`config.mk`:
```
export PLATFORM = sky130hd
export DESIGN_NAME = glzw_queue
export DESIGN_NICKNAME = d
export VERILOG_FILES = /design/src/rtl/glzw_pkg.sv /design/src/rtl/glzw_queue.sv
export SDC_FILE = /design/constraint.sdc
export NUM_CORES = 1
export LEC_CHECK = 0
export BUFFER_PORTS_ARGS = -buffer_cell sky130_fd_sc_hd__clkbuf_2
export CORE_MARGIN = 2
export CORE_UTILIZATION = 53
export CTS_BUF_LIST = sky130_fd_sc_hd__clkbuf_2 sky130_fd_sc_hd__clkbuf_4 sky130_fd_sc_hd__clkbuf_8
export CTS_CLUSTER_SIZE = 12
export DETAILED_ROUTE_END_ITERATION = 10
export PLACE_DENSITY = 0.73
export SLEW_MARGIN = 10
export SYNTH_ARGS = -nofsm -noshare
export SYNTH_HDL_FRONTEND = slang
export SYNTH_SLANG_ARGS = --single-unit
```
`constraint.sdc`:
```
create_clock -name clock -period 3.3 [get_ports clock]
set_clock_uncertainty 0.15 [all_clocks]
set_input_delay 0.165 -clock clock [delete_from_list [all_inputs] [get_ports clock]]
set_output_delay 0.165 -clock clock [all_outputs]
set_load 0.005 [all_outputs]
```
`src/rtl/glzw_pkg.sv`:
```
// shared types, constants and helpers of the gif lzw encoder
package glzw_pkg;

   localparam int CODE_W          = 12;
   localparam int WIDTH_W         = 4;
   localparam int BUF_W           = 20;
   localparam int CNT_W           = 5;
   localparam int HASH_SIZE_DEF   = 5003;
   localparam int MAX_CODE_BITS_DEF = 12;
   localparam int QUEUE_DEPTH     = 4;

   localparam logic [CODE_W-1:0]  CLEAR_CODE  = 12'd256;
   localparam logic [CODE_W-1:0]  END_CODE    = 12'd257;
   localparam logic [CODE_W:0]    FIRST_FREE  = 13'd258;
   localparam logic [WIDTH_W-1:0] START_WIDTH = 4'd9;

   typedef struct packed {
      logic [7:0] pixel;
      logic       first_pixel;
      logic       last_pixel;
   } item_type;

   typedef enum logic [1:0] {
      CMD_PUT,
      CMD_RESTART,
      CMD_MARK,
      CMD_FLUSH
   } cmd_kind_type;

   typedef struct packed {
      cmd_kind_type        kind;
      logic [CODE_W-1:0]   code;
      logic [WIDTH_W-1:0]  width;
   } cmd_type;

   typedef struct packed {
      logic sweeping;
      logic probing;
   } core_status_type;

   typedef enum logic [3:0] {
      S_IDLE,
      S_FIRST,
      S_READ,
      S_CMP,
      S_MISS,
      S_PUT_CLEAR,
      S_PUT_FINAL,
      S_PUT_END,
      S_FLUSH,
      S_MARK
   } core_state_type;

   typedef enum logic [1:0] {
      P_IDLE,
      P_EMIT,
      P_FLUSH,
      P_END
   } pack_state_type;

   function automatic int hash_shift(input int hs);
      int k;
      int f;
      k = 0;
      f = hs;
      while (f < 65536) begin
         f = f * 2;
         k = k + 1;
      end
      return (k >= 8) ? 0 : 8 - k;
   endfunction

endpackage

```
`src/rtl/glzw_queue.sv`:
```
// short item queue between the front and the dictionary engine
module glzw_queue
   import glzw_pkg::*;
(
   input  logic     clock,
   input  logic     reset,
   input  logic     push_valid,
   input  item_type push_item,
   output logic     push_ready,
   output logic     pop_valid,
   output item_type pop_item,
   input  logic     pop_ready
);

   localparam int PTR_W = $clog2(QUEUE_DEPTH);

   item_type         slot_ff [QUEUE_DEPTH];
   logic [PTR_W-1:0] wr_ff, wr_in, rd_ff, rd_in;
   logic [PTR_W:0]   fill_ff, fill_in;
   logic             do_push, do_pop;

   assign push_ready = fill_ff != QUEUE_DEPTH[PTR_W:0];
   assign pop_valid  = fill_ff != '0;
   assign pop_item   = slot_ff[rd_ff];
   assign do_push    = push_valid && push_ready;
   assign do_pop     = pop_valid && pop_ready;

   always_comb begin
      wr_in   = do_push ? wr_ff + 1'b1 : wr_ff;
      rd_in   = do_pop ? rd_ff + 1'b1 : rd_ff;
      fill_in = fill_ff + {{PTR_W{1'b0}}, do_push} - {{PTR_W{1'b0}}, do_pop};
   end

   always_ff @(posedge clock) begin
      if (do_push) begin
         slot_ff[wr_ff] <= push_item;
      end
      if (reset) begin
         wr_ff   <= '0;
         rd_ff   <= '0;
         fill_ff <= '0;
      end else begin
         wr_ff   <= wr_in;
         rd_ff   <= rd_in;
         fill_ff <= fill_in;
      end
   end

endmodule

```
==> reports/qor.txt <==
stages on the worst setup path - 11
Clock Tree Root - clkbuf_4
P_leak - 0.822 nW
grt ovf - 0
Setup CP Type - reg -> reg
DP Area - 2100 µm²
final wirelength - 2930 µm
Port-buffer cells - 25
die extent in y - 64.4 µm
Design Area, Final - 2270 µm²
WP data required - 3440 ps
Largest stage delay, worst path - 490 ps
initial core utilization - 0.566
number of global-route vias before repair - 1055
cells on worst reg2reg path - 11
total negative slack - 0 ps
average cell area after synthesis - 19.1 µm²
asr flop ratio synth - 0
Synth Instances - 101
Worst-Margin Slew - 706 ps
CTS Sinks - 49
Layout Nets - 162
Clock H-tree levels - 2
die area - 4150 µm²
Slew Viols, Final - 0
Final Hold Viols - 0
gpl congestion - 0.684
outcome - completed
CTS tree - done
HPWL after DPL - 1950 µm
die width - 64.4 µm
Rows - 21
slowest CP cell - dfxtp_1
I/O Pins - 26
CP Launch Point - fill_ff[1]
Final min period - 2540 ps
DP Cell Count - 169
unrepaired setup endpoints after global routing - no
largest net degree at the start of global routing - 16
core area - 3420 µm²
P&R area growth vs syn - 17.2%
Reg-to-Reg Start - fill_ff[1]
total power - 1.56 mW
Longest Clk Path Bufs - 2
CP cell instances - nor2_2 -> a21boi_4 -> inv_1 -> ha_1 -> inv_1 -> ha_1 -> inv_1 -> fa_1 -> xor2_1 -> and2_2 -> nor3_2
Hold Path Depth - 3
final period utilization - 0.770
area of the mapped netlist - 1930 µm²
MaxCap Viol Count - 0
fraction of layout cells with a size suffix above 1 - 0.345
Routed Antenna Nets - 0
CP Buf/Inv Count - 3
min-delay worst type - in -> reg
Hold Crit Start - push_valid
CP Max Fanout - 7
Max VDD drop - 453 µV
ant diodes - 0
vias - 987
fin util - 0.663
overall routing resource usage - 0.161
Pre-Repair DR Iteration Count - 5
Slew HR - 0.529
drt wl/cell - 15.6 µm
Cell variety after synth - 25
Synth Register Bits - 49
number of CTS-inserted buffers - 5
Synth top area share - 0.621
Clk Latency, worst-skew pair - 350 ps
Ys Warns - 0
CP dominant cell by count - inv_1
Post-synth EDFFs - 40
1st-iter DRT viols - 42
Arrival @ worst endpoint - 2680 ps
DR DRC count - 0
synth cell count leaders - edfxtp_1, mux4_2, dfxtp_1, nor2_1, ha_1
final non-filler cell total - 188
first-pass GRT wire length - 4730 µm
kind of cell adding the most delay to the critical path - adder cells
Worst-path clk slew - 130 ps
Startpoint Class - flop
Max Clk Rate - 0.394 GHz
Synth Flop Type - edfxtp_1
# setup viols final - 0
post-CTS sizing - 0
post-synth top area cell - edfxtp_1
sequential area share after synthesis - 0.715
Synthesized Nets - 122
Setup Buffers After CTS - 0
most frequent cell after synthesis - edfxtp_1
synth top area cells - edfxtp_1, mux4_2, dfxtp_1, ha_1, nor2_1
vias per cell - 5.25
pwr dens - 687 nW/µm²
initial antenna violation count - 0
crit end category - flop
worst reg2reg setup slack - 760 ps
-- cell usage in the layout, fill, tap and decap left out, drive strengths merged --
cell type / Yosys / final
fa: 1 / 1
mux4: 10 / 10
nor3: 1 / 1
mux2: 1 / 1
inv: 5 / 5
ha: 6 / 6
o31a: 1 / 1
nand2: 1 / 1
or3: 1 / 1
nor2b: 1 / 1
nand2b: 2 / 2
edfxtp: 40 / 40
nor2: 8 / 8
clkinvlp: 0 / 2
mux2i: 1 / 1
dfxtp: 9 / 9
dlygate4sd3: 0 / 11
xor2: 2 / 2
clkbuf: 2 / 31
xnor2: 1 / 1
a21boi: 1 / 1
o311ai: 1 / 1
and2: 5 / 5
-- final timing paths --
kind / to
min: wr_ff[1]
max: fill_ff[2]
max reg2reg: fill_ff[2]
min reg2reg: wr_ff[1]
-- tightest hold or removal path, delay by kind of cell --
family,cells,cell delay [ps]
AO/OA/AOI/OAI,1,150
multiplexers,1,120
buffers and inverters,1,80
-- state kept, by name (all words and copies together), names as in the netlist, named ones only --
signal and cells:
slot_ff 40, rd_ff 2, fill_ff 3, wr_ff 2
-- metal layers --
metal  part of all wire  GRT usage
met4              0.026     0.0931
met3              0.056     0.0475
met1               0.38      0.169
met5                  0          0
met2               0.54      0.285
-- per-stage QoR --
step           setup slack [ps]  hold WS, ps
6_report                    760         45.4
5_1_grt                     614         41.9
4_1_cts                     737         26.4
3_5_place_dp                772          237
3_3_place_gp                930          229
2_1_floorplan               987          114
-- cell type report --
class | instances | area [µm²]
clock buffers | 6 | 45.0
well taps | 46 | 57.6
multi-input cells | 44 | 513
clock inverters | 2 | 15.0
fillers | 258 | 1150
inverters | 5 | 18.8
flip-flops and latches | 49 | 1380
repair buffers | 36 | 235
-- power by group --
part	leakage [nW]	switching, mW	internal, mW
Sequential	0.440	0.0958	0.769
Combinational	0.354	0.182	0.238
Clock	0.0279	0.180	0.0916
-- logic make-up (layout without fill, tap and decap cells) --
kind of cell,after synthesis,in the layout,synth area share
buffers and inverters,8,49,0.0201
flip-flops,49,49,0.715
adder cells (fa/ha/maj),7,7,0.0492
AO/OA/AOI/OAI,3,3,0.0194
XOR/XNOR,3,3,0.0136
multiplexers,12,12,0.129
AND/OR/NAND/NOR,19,19,0.0537
-- timing repair --
item	4_1_cts	5_1_grt
hold endpoints to repair	47	0
endpoints found under the setup margin	0	0
hold buffers	11	0
Note: power is estimated with default switching activity, not from simulation.
